File: src/hw/rtl/bls_pkg.sv
// ----------------------------------------------------------------------------
// bls_pkg: shared types and codes for the bounded list block
// Operation and status codes, payload structs of both channels and the
// default store depth.
// ----------------------------------------------------------------------------
package bls_pkg;

    localparam int DEPTH_DEFAULT = 64;

    localparam int MODE_W   = 3;
    localparam int VALUE_W  = 32;
    localparam int STATUS_W = 3;
    localparam int POS_W    = 7;
    localparam int COUNT_W  = 7;

    // operation codes
    localparam logic [MODE_W-1:0] MODE_PUSH_FRONT = 3'd0;
    localparam logic [MODE_W-1:0] MODE_PUSH_BACK  = 3'd1;
    localparam logic [MODE_W-1:0] MODE_DROP_FRONT = 3'd2;
    localparam logic [MODE_W-1:0] MODE_DROP_BACK  = 3'd3;
    localparam logic [MODE_W-1:0] MODE_SEARCH     = 3'd4;
    localparam logic [MODE_W-1:0] MODE_SORT       = 3'd5;

    // status codes
    localparam logic [STATUS_W-1:0] ST_OK        = 3'd0;
    localparam logic [STATUS_W-1:0] ST_EMPTY     = 3'd1;
    localparam logic [STATUS_W-1:0] ST_FULL      = 3'd2;
    localparam logic [STATUS_W-1:0] ST_NOT_FOUND = 3'd3;
    localparam logic [STATUS_W-1:0] ST_SHORT     = 3'd4;

    typedef struct packed {
        logic [MODE_W-1:0]         mode;
        logic signed [VALUE_W-1:0] value;
        logic signed [VALUE_W-1:0] key;
    } in_t;

    typedef struct packed {
        logic [STATUS_W-1:0] status;
        logic [POS_W-1:0]    position;
        logic [COUNT_W-1:0]  count;
        logic                is_empty;
    } out_t;

endpackage

File: src/hw/rtl/bounded_list_with_search_sort.sv
// ----------------------------------------------------------------------------
// bounded_list_with_search_sort: bounded deque with linear search and sort
// Circular store of signed 32-bit values in one RAM, driven by a sequencer.
// ----------------------------------------------------------------------------
// The block holds up to DEPTH signed 32-bit values as a double-ended queue in
// a single RAM addressed from a front pointer. Each input transfer carries one
// operation and yields exactly one result transfer. Pushes and drops pass
// straight to the completion state and load their result from there. A
// search reads one entry per cycle through the RAM read port and stops at
// the first match or after the last held entry. A sort is an exchange sort run
// by the same read port and the single RAM write port: each outer pass loads
// its pivot, scans the rest and writes the pivot back. The block is back in
// idle, ready for the next item, once the result is loaded. One item is in
// work at a time; the input stalls while it runs, but a new item is taken
// while the previous result still waits in the output register. Entries are
// read only inside the held range, so the RAM needs no clearing.
// ----------------------------------------------------------------------------
module bounded_list_with_search_sort
    import bls_pkg::*;
#(
    parameter int DEPTH = DEPTH_DEFAULT
) (
    input  logic clk,
    input  logic rst_n,
    input  logic in_valid,
    output logic in_stall,
    input  in_t  in_item,
    output logic out_valid,
    input  logic out_stall,
    output out_t out_item
);

    localparam int AW = $clog2(DEPTH);
    localparam int CW = $clog2(DEPTH + 1);

    typedef enum logic [2:0] {
        S_IDLE,
        S_SEARCH,
        S_LOAD,
        S_LOADW,
        S_SCAN,
        S_WBACK,
        S_DONE
    } state_t;

    // slot of a position counted from the front, wrapping at DEPTH
    function automatic logic [AW-1:0] slot_of(input logic [AW-1:0] base,
                                              input logic [CW-1:0] pos);
        logic [AW:0] sum;
        sum = {1'b0, base} + (AW+1)'(pos);
        if (sum >= (AW+1)'(DEPTH))
        begin
            sum = sum - (AW+1)'(DEPTH);
        end
        return sum[AW-1:0];
    endfunction

    state_t                    state_reg, state_next;
    logic [CW-1:0]             count_reg, count_next;
    logic [AW-1:0]             front_reg, front_next;
    logic signed [VALUE_W-1:0] key_reg, key_next;
    logic signed [VALUE_W-1:0] held_reg, held_next;
    logic [CW-1:0]             rd_pos_reg, rd_pos_next;
    logic                      cmp_valid_reg, cmp_valid_next;
    logic [CW-1:0]             cmp_pos_reg, cmp_pos_next;
    logic [AW-1:0]             cmp_slot_reg, cmp_slot_next;
    logic [CW-1:0]             i_reg, i_next;
    logic [STATUS_W-1:0]       status_reg, status_next;
    logic [POS_W-1:0]          pos_reg, pos_next;
    logic                      out_valid_reg, out_valid_next;
    out_t                      out_item_reg, out_item_next;

    logic               wr_en;
    logic [AW-1:0]      wr_addr;
    logic [VALUE_W-1:0] wr_data;
    logic               rd_en;
    logic [AW-1:0]      rd_addr;
    logic [VALUE_W-1:0] rd_data;

    logic [AW-1:0] front_dec;
    logic [AW-1:0] front_inc;
    logic [AW-1:0] slot_rd;
    logic [AW-1:0] slot_i;
    logic          full;

    assign front_dec = (front_reg == '0) ? AW'(DEPTH - 1) : front_reg - 1'b1;
    assign front_inc = (front_reg == AW'(DEPTH - 1)) ? '0 : front_reg + 1'b1;
    assign slot_rd   = slot_of(front_reg, rd_pos_reg);
    assign slot_i    = slot_of(front_reg, i_reg);
    assign full      = (count_reg == CW'(DEPTH));

    bls_ram #(
        .WIDTH (VALUE_W),
        .DEPTH (DEPTH)
    ) u_store (
        .clk     (clk),
        .wr_en   (wr_en),
        .wr_addr (wr_addr),
        .wr_data (wr_data),
        .rd_en   (rd_en),
        .rd_addr (rd_addr),
        .rd_data (rd_data)
    );

    always_comb
    begin
        state_next     = state_reg;
        count_next     = count_reg;
        front_next     = front_reg;
        key_next       = key_reg;
        held_next      = held_reg;
        rd_pos_next    = rd_pos_reg;
        cmp_valid_next = cmp_valid_reg;
        cmp_pos_next   = cmp_pos_reg;
        cmp_slot_next  = cmp_slot_reg;
        i_next         = i_reg;
        status_next    = status_reg;
        pos_next       = pos_reg;
        out_valid_next = out_valid_reg;
        out_item_next  = out_item_reg;

        wr_en   = 1'b0;
        wr_addr = cmp_slot_reg;
        wr_data = held_reg;
        rd_en   = 1'b0;
        rd_addr = slot_rd;

        // drop the held result once the far side takes it
        if (out_valid_reg && !out_stall)
        begin
            out_valid_next = 1'b0;
        end

        unique case (state_reg)
            S_IDLE:
            begin
                if (in_valid)
                begin
                    status_next    = ST_OK;
                    pos_next       = '0;
                    key_next       = in_item.key;
                    rd_pos_next    = '0;
                    cmp_valid_next = 1'b0;
                    i_next         = '0;
                    state_next     = S_DONE;
                    unique case (in_item.mode)
                        MODE_PUSH_FRONT:
                        begin
                            if (full)
                            begin
                                status_next = ST_FULL;
                            end
                            else
                            begin
                                wr_en      = 1'b1;
                                wr_addr    = front_dec;
                                wr_data    = in_item.value;
                                front_next = front_dec;
                                count_next = count_reg + 1'b1;
                            end
                        end
                        MODE_PUSH_BACK:
                        begin
                            if (full)
                            begin
                                status_next = ST_FULL;
                            end
                            else
                            begin
                                wr_en      = 1'b1;
                                wr_addr    = slot_of(front_reg, count_reg);
                                wr_data    = in_item.value;
                                count_next = count_reg + 1'b1;
                            end
                        end
                        MODE_DROP_FRONT:
                        begin
                            if (count_reg == '0)
                            begin
                                status_next = ST_EMPTY;
                            end
                            else
                            begin
                                front_next = front_inc;
                                count_next = count_reg - 1'b1;
                            end
                        end
                        MODE_DROP_BACK:
                        begin
                            if (count_reg == '0)
                            begin
                                status_next = ST_EMPTY;
                            end
                            else
                            begin
                                count_next = count_reg - 1'b1;
                            end
                        end
                        MODE_SEARCH:
                        begin
                            state_next = S_SEARCH;
                        end
                        MODE_SORT:
                        begin
                            if (count_reg < CW'(2))
                            begin
                                status_next = ST_SHORT;
                            end
                            else
                            begin
                                state_next = S_LOAD;
                            end
                        end
                        default:
                        begin
                            // unused codes: report ok, change nothing
                        end
                    endcase
                end
            end

            S_SEARCH:
            begin
                // compare the entry read last cycle, issue the next read
                if (cmp_valid_reg && (rd_data == key_reg))
                begin
                    pos_next   = POS_W'(cmp_pos_reg + CW'(1));
                    state_next = S_DONE;
                end
                else if (rd_pos_reg < count_reg)
                begin
                    rd_en          = 1'b1;
                    rd_addr        = slot_rd;
                    cmp_pos_next   = rd_pos_reg;
                    rd_pos_next    = rd_pos_reg + 1'b1;
                    cmp_valid_next = 1'b1;
                end
                else
                begin
                    status_next = ST_NOT_FOUND;
                    state_next  = S_DONE;
                end
            end

            S_LOAD:
            begin
                rd_en       = 1'b1;
                rd_addr     = slot_i;
                rd_pos_next = i_reg + 1'b1;
                state_next  = S_LOADW;
            end

            S_LOADW:
            begin
                // capture the pivot and start the scan behind it
                held_next      = $signed(rd_data);
                rd_en          = 1'b1;
                rd_addr        = slot_rd;
                cmp_slot_next  = slot_rd;
                rd_pos_next    = rd_pos_reg + 1'b1;
                cmp_valid_next = 1'b1;
                state_next     = S_SCAN;
            end

            S_SCAN:
            begin
                // exchange: the smaller value stays as pivot
                if (cmp_valid_reg && (held_reg > $signed(rd_data)))
                begin
                    wr_en     = 1'b1;
                    wr_addr   = cmp_slot_reg;
                    wr_data   = held_reg;
                    held_next = $signed(rd_data);
                end
                if (rd_pos_reg < count_reg)
                begin
                    rd_en          = 1'b1;
                    rd_addr        = slot_rd;
                    cmp_slot_next  = slot_rd;
                    rd_pos_next    = rd_pos_reg + 1'b1;
                    cmp_valid_next = 1'b1;
                end
                else
                begin
                    cmp_valid_next = 1'b0;
                    state_next     = S_WBACK;
                end
            end

            S_WBACK:
            begin
                wr_en   = 1'b1;
                wr_addr = slot_i;
                wr_data = held_reg;
                i_next  = i_reg + 1'b1;
                if (((CW+1)'(i_reg) + (CW+1)'(2)) < (CW+1)'(count_reg))
                begin
                    state_next = S_LOAD;
                end
                else
                begin
                    state_next = S_DONE;
                end
            end

            S_DONE:
            begin
                // hold here until the output register is free
                if (!out_valid_reg || !out_stall)
                begin
                    out_valid_next         = 1'b1;
                    out_item_next.status   = status_reg;
                    out_item_next.position = pos_reg;
                    out_item_next.count    = COUNT_W'(count_reg);
                    out_item_next.is_empty = (count_reg == '0);
                    state_next             = S_IDLE;
                end
            end

            default:
            begin
                state_next = S_IDLE;
            end
        endcase
    end

    always_ff @(posedge clk or negedge rst_n)
    begin
        if (!rst_n)
        begin
            state_reg     <= S_IDLE;
            count_reg     <= '0;
            front_reg     <= '0;
            key_reg       <= '0;
            held_reg      <= '0;
            rd_pos_reg    <= '0;
            cmp_valid_reg <= 1'b0;
            cmp_pos_reg   <= '0;
            cmp_slot_reg  <= '0;
            i_reg         <= '0;
            status_reg    <= ST_OK;
            pos_reg       <= '0;
            out_valid_reg <= 1'b0;
            out_item_reg  <= '0;
        end
        else
        begin
            state_reg     <= state_next;
            count_reg     <= count_next;
            front_reg     <= front_next;
            key_reg       <= key_next;
            held_reg      <= held_next;
            rd_pos_reg    <= rd_pos_next;
            cmp_valid_reg <= cmp_valid_next;
            cmp_pos_reg   <= cmp_pos_next;
            cmp_slot_reg  <= cmp_slot_next;
            i_reg         <= i_next;
            status_reg    <= status_next;
            pos_reg       <= pos_next;
            out_valid_reg <= out_valid_next;
            out_item_reg  <= out_item_next;
        end
    end

    // stall the input while an item is in work
    assign in_stall  = (state_reg != S_IDLE);
    assign out_valid = out_valid_reg;
    assign out_item  = out_item_reg;

    // an input transfer always starts work on the item
    assert property (@(posedge clk) disable iff (!rst_n)
        (in_valid && !in_stall) |=> (state_reg != S_IDLE))
        else $error("accepted item did not leave idle");

    // the count only moves on an input transfer
    assert property (@(posedge clk) disable iff (!rst_n)
        !(in_valid && !in_stall) |=> $stable(count_reg))
        else $error("count changed without an input transfer");

    // a result is only loaded from the completion state
    assert property (@(posedge clk) disable iff (!rst_n)
        $rose(out_valid_reg) |-> ($past(state_reg) == S_DONE))
        else $error("result loaded outside completion");

    // the store never holds more than its depth
    assert property (@(posedge clk) disable iff (!rst_n)
        count_reg <= CW'(DEPTH))
        else $error("entry count beyond depth");

endmodule

File: src/hw/rtl/bls_ram.sv
// ----------------------------------------------------------------------------
// bls_ram: generic single-write, single-read synchronous RAM
// One write port and one read port; read data is registered.
// ----------------------------------------------------------------------------
module bls_ram #(
    parameter int WIDTH = 32,
    parameter int DEPTH = 64
) (
    input  logic                     clk,
    input  logic                     wr_en,
    input  logic [$clog2(DEPTH)-1:0] wr_addr,
    input  logic [WIDTH-1:0]         wr_data,
    input  logic                     rd_en,
    input  logic [$clog2(DEPTH)-1:0] rd_addr,
    output logic [WIDTH-1:0]         rd_data
);

    logic [WIDTH-1:0] mem_reg [DEPTH];
    logic [WIDTH-1:0] rd_data_reg;

    always_ff @(posedge clk)
    begin
        if (wr_en)
        begin
            mem_reg[wr_addr] <= wr_data;
        end
        if (rd_en)
        begin
            rd_data_reg <= mem_reg[rd_addr];
        end
    end

    assign rd_data = rd_data_reg;

endmodule

File: config.mk
export PLATFORM = sky130hd
export DESIGN_NAME = bounded_list_with_search_sort
export DESIGN_NICKNAME = d
export VERILOG_FILES = /design/src/hw/rtl/bls_pkg.sv /design/src/hw/rtl/bounded_list_with_search_sort.sv /design/src/hw/rtl/bls_ram.sv
export SDC_FILE = /design/constraint.sdc
export NUM_CORES = 2
export LEC_CHECK = 0
export ABC_AREA = 1
export BUFFER_PORTS_ARGS = -buffer_cell sky130_fd_sc_hd__buf_2
export CAP_MARGIN = 40
export CORE_ASPECT_RATIO = 0.6
export CORE_UTILIZATION = 43
export CTS_CLUSTER_SIZE = 12
export DETAILED_ROUTE_END_ITERATION = 12
export GPL_ROUTABILITY_DRIVEN = 0
export SLEW_MARGIN = 40
export SYNTH_ARGS = -nofsm -noshare
export SYNTH_HDL_FRONTEND = slang
export SYNTH_SLANG_ARGS = --single-unit
File: constraint.sdc
create_clock -name clk -period 6 [get_ports clk]
set_clock_uncertainty 0.15 [all_clocks]
set_input_delay 1.2 -clock clk [delete_from_list [all_inputs] [get_ports clk]]
set_output_delay 1.2 -clock clk [all_outputs]
set_load 0.1 [all_outputs]
==> impl_metrics.json <==
{
  "core_um2": 217000,
  "drc": 0,
  "rows": 132,
  "io_buffer_count": 90,
  "yosysWarningCount": 0,
  "final-hold-violation-count": 0,
  "place_area_um2": 99600,
  "fmax_ghz": 0.202,
  "period_needed_ns": 4.95,
  "ant_nets": 0,
  "synth.avg_cell_area_um2": 10.7,
  "grt_usage_pct": 25.3,
  "drt-initial-drc-count": 9580,
  "gr-total-overflow": 0,
  "netlist.area_leader.share_pct": 66.0,
  "grt_pass1_vias": 60324,
  "die_y_um": 365,
  "clkTransAtPathRegs_ns": 0.06,
  "layout_worst_path_cycle_share_pct": 82.4,
  "drive_above_1_share_pct": 7.51,
  "synth_cell_type_count": 45,
  "cts_tree": "built",
  "clkLatencyLatePin_ns": 0.87,
  "synth_fp_nets": 9007,
  "worst_setup_path_start_kind": "flip-flop",
  "routed_wl_um": 286000,
  "status": "complete, no violations",
  "synth-edff-count": 2080,
  "synth_top_cells_by_area": "edfxtp_1 (66%), nand2_1 (16%), nand3_1 (5.5%)",
  "via_per_inst": 5.52,
  "startpoint": "count_reg[1]$_DFFE_PN0P_",
  "fin_util_pct": 48.5,
  "antenna_found_initial": 8,
  "syn2layout_area_growth_pct": 11.4,
  "syn_inst": 8861,
  "ys_ff_latch": 2217,
  "wl_per_cell_um": 24.2,
  "tightestPinTransition_ns": 0.895,
  "initial_core_util_pct": 43.6,
  "grt_max_degree": 135,
  "htree_levels": 4,
  "timing.hold.ws_ns": 0.0515,
  "r2r-start": "count_reg[1]$_DFFE_PN0P_",
  "yosys.area.top_type": "edfxtp_1",
  "clock-root-buffer": "clkbuf_16",
  "maxSlewViolCount": 0,
  "hold_buffers": 0,
  "crit_type": "flip-flop to flip-flop",
  "setup_tns_ns": 0,
  "syn-cell-area_um2": 94700,
  "dr.pass1.iters": 7,
  "cts_setup_buffers": 0,
  "async_reset_ff_share_pct": 6.18,
  "io_pins": 91,
  "arrival_ns": 5.31,
  "largest_reg_flops": 2048,
  "cts-buffers-inserted": 213,
  "ys.flop_type": "edfxtp_1",
  "design_area_um2": 105000,
  "grt_pass1_wl_um": 416000,
  "die_area_um2": 222000,
  "hold_path_class": "input pin to async pin",
  "cap_violations": 0,
  "rsz0062_at_grt": "false",
  "clockBufferDepth": 4,
  "required_ns": 6.37,
  "setup_viol": 0,
  "fp.dieW_um": 608,
  "cp_max_fo": 19,
  "cp-end-kind": "flip-flop",
  "post_cts_resized": 0,
  "cts.sinks": 2217,
  "hpwl_um": 168000,
  "nets": 9059,
  "slew_headroom_pct": 40.3,
  "seq_area_frac_synth_pct": 69.6,
  "vias": 65451
}
## worst max-delay path, stage by stage (launching register included)
cell	delay, ns
dfrtp_1	0.49
inv_1	0.33
nand3_1	0.18
nor2_1	0.15
nand2_1	0.17
nand3_1	0.29
inv_4	0.20
nand2_1	0.12
nand2_1	0.06
nor2_1	0.36
inv_2	0.09
nor2_1	0.16
nand2_1	0.13
inv_1	0.08
nand2_1	0.46
nor2_4	0.82
buf_4	0.33
## path summary, 6_finish.rpt
check / to / slack (ns) / cells after the start
setup / recovery: u_store.mem_reg[10][16]$_DFFE_PP_ / 1.05 / 16
max in group asynchronous: count_reg[5]$_DFFE_PN0P_ / 4.39 / 3
setup reg to reg: u_store.mem_reg[10][16]$_DFFE_PP_ / 1.05 / 16
min in group clk: out_item[17]$_DFFE_PN0P_ / 0.32 / 2
hold reg to reg: out_item[17]$_DFFE_PN0P_ / 0.32 / 2
hold / removal: key_reg[1]$_DFFE_PN0P_ / 0.05 / 1
## layout make-up
class	count	area [um2]
fillers	19519	112000
flip-flops and latches	2217	65900
multi-input cells	5760	25700
clock buffers	261	5610
well taps	2881	3600
repair buffers	310	2980
inverters	411	1600
clock inverters	10	106
diodes	2	5.00
## metrics by stage
step | instances | setup WS, ns
2_1_floorplan | 8861 | 0.593
3_3_place_gp | 11554 | 0.746
3_5_place_dp | 11575 | 0.790
4_1_cts | 11846 | 1.12
5_1_grt | 11850 | 0.821
6_report | 11852 | 1.05
## synthesized netlist by cell type (4+ instances only)
cell,count
a21oi_1,57
a22oi_1,4
buf_1,34
buf_2,228
buf_4,46
buf_6,5
clkbuf_1,160
dfrtp_1,137
edfxtp_1,2080
fa_1,4
ha_1,71
inv_1,403
inv_2,6
mux2_2,22
nand2_1,3972
nand3_1,1036
nand3b_1,6
nand4_1,18
nor2_1,163
nor3_1,9
o211ai_1,114
o21a_1,4
o21ai_0,200
o22ai_1,10
or2_2,6
xnor2_1,21
xor2_1,22
## placed cells by master, fill, tap and decap left out, drive strengths merged, types with 114 or more instances in the layout
master	count
buf	309
clkbuf	262
dfrtp	137
edfxtp	2080
inv	406
nand2	3974
nand3	1037
nor2	165
o211ai	114
o21ai	202
## cell families after synthesis
logic type	after synthesis	share of synthesized area, %
xor gates and xnor gates	43	0.398
DFF	2217	69.6
muxes	22	0.262
adders and majority gates	75	1.02
AOI/OAI and AO/OA	403	2.51
and+or+nand+nor	5217	22.2
buffers and inverters	884	4.03
## routing by layer
layer,share of wire [%],vias to the layer above,GRT usage [%]
li1,-,29862,-
met2,41,3423,35.2
met4,2.7,0,6.82
met5,0,-,0
met3,12,366,6.35
met1,45,31800,39.0
Power is left out: the tool's default activity adds up to more than one toggle a clock period on the data nets, which glitch-free logic cannot reach.
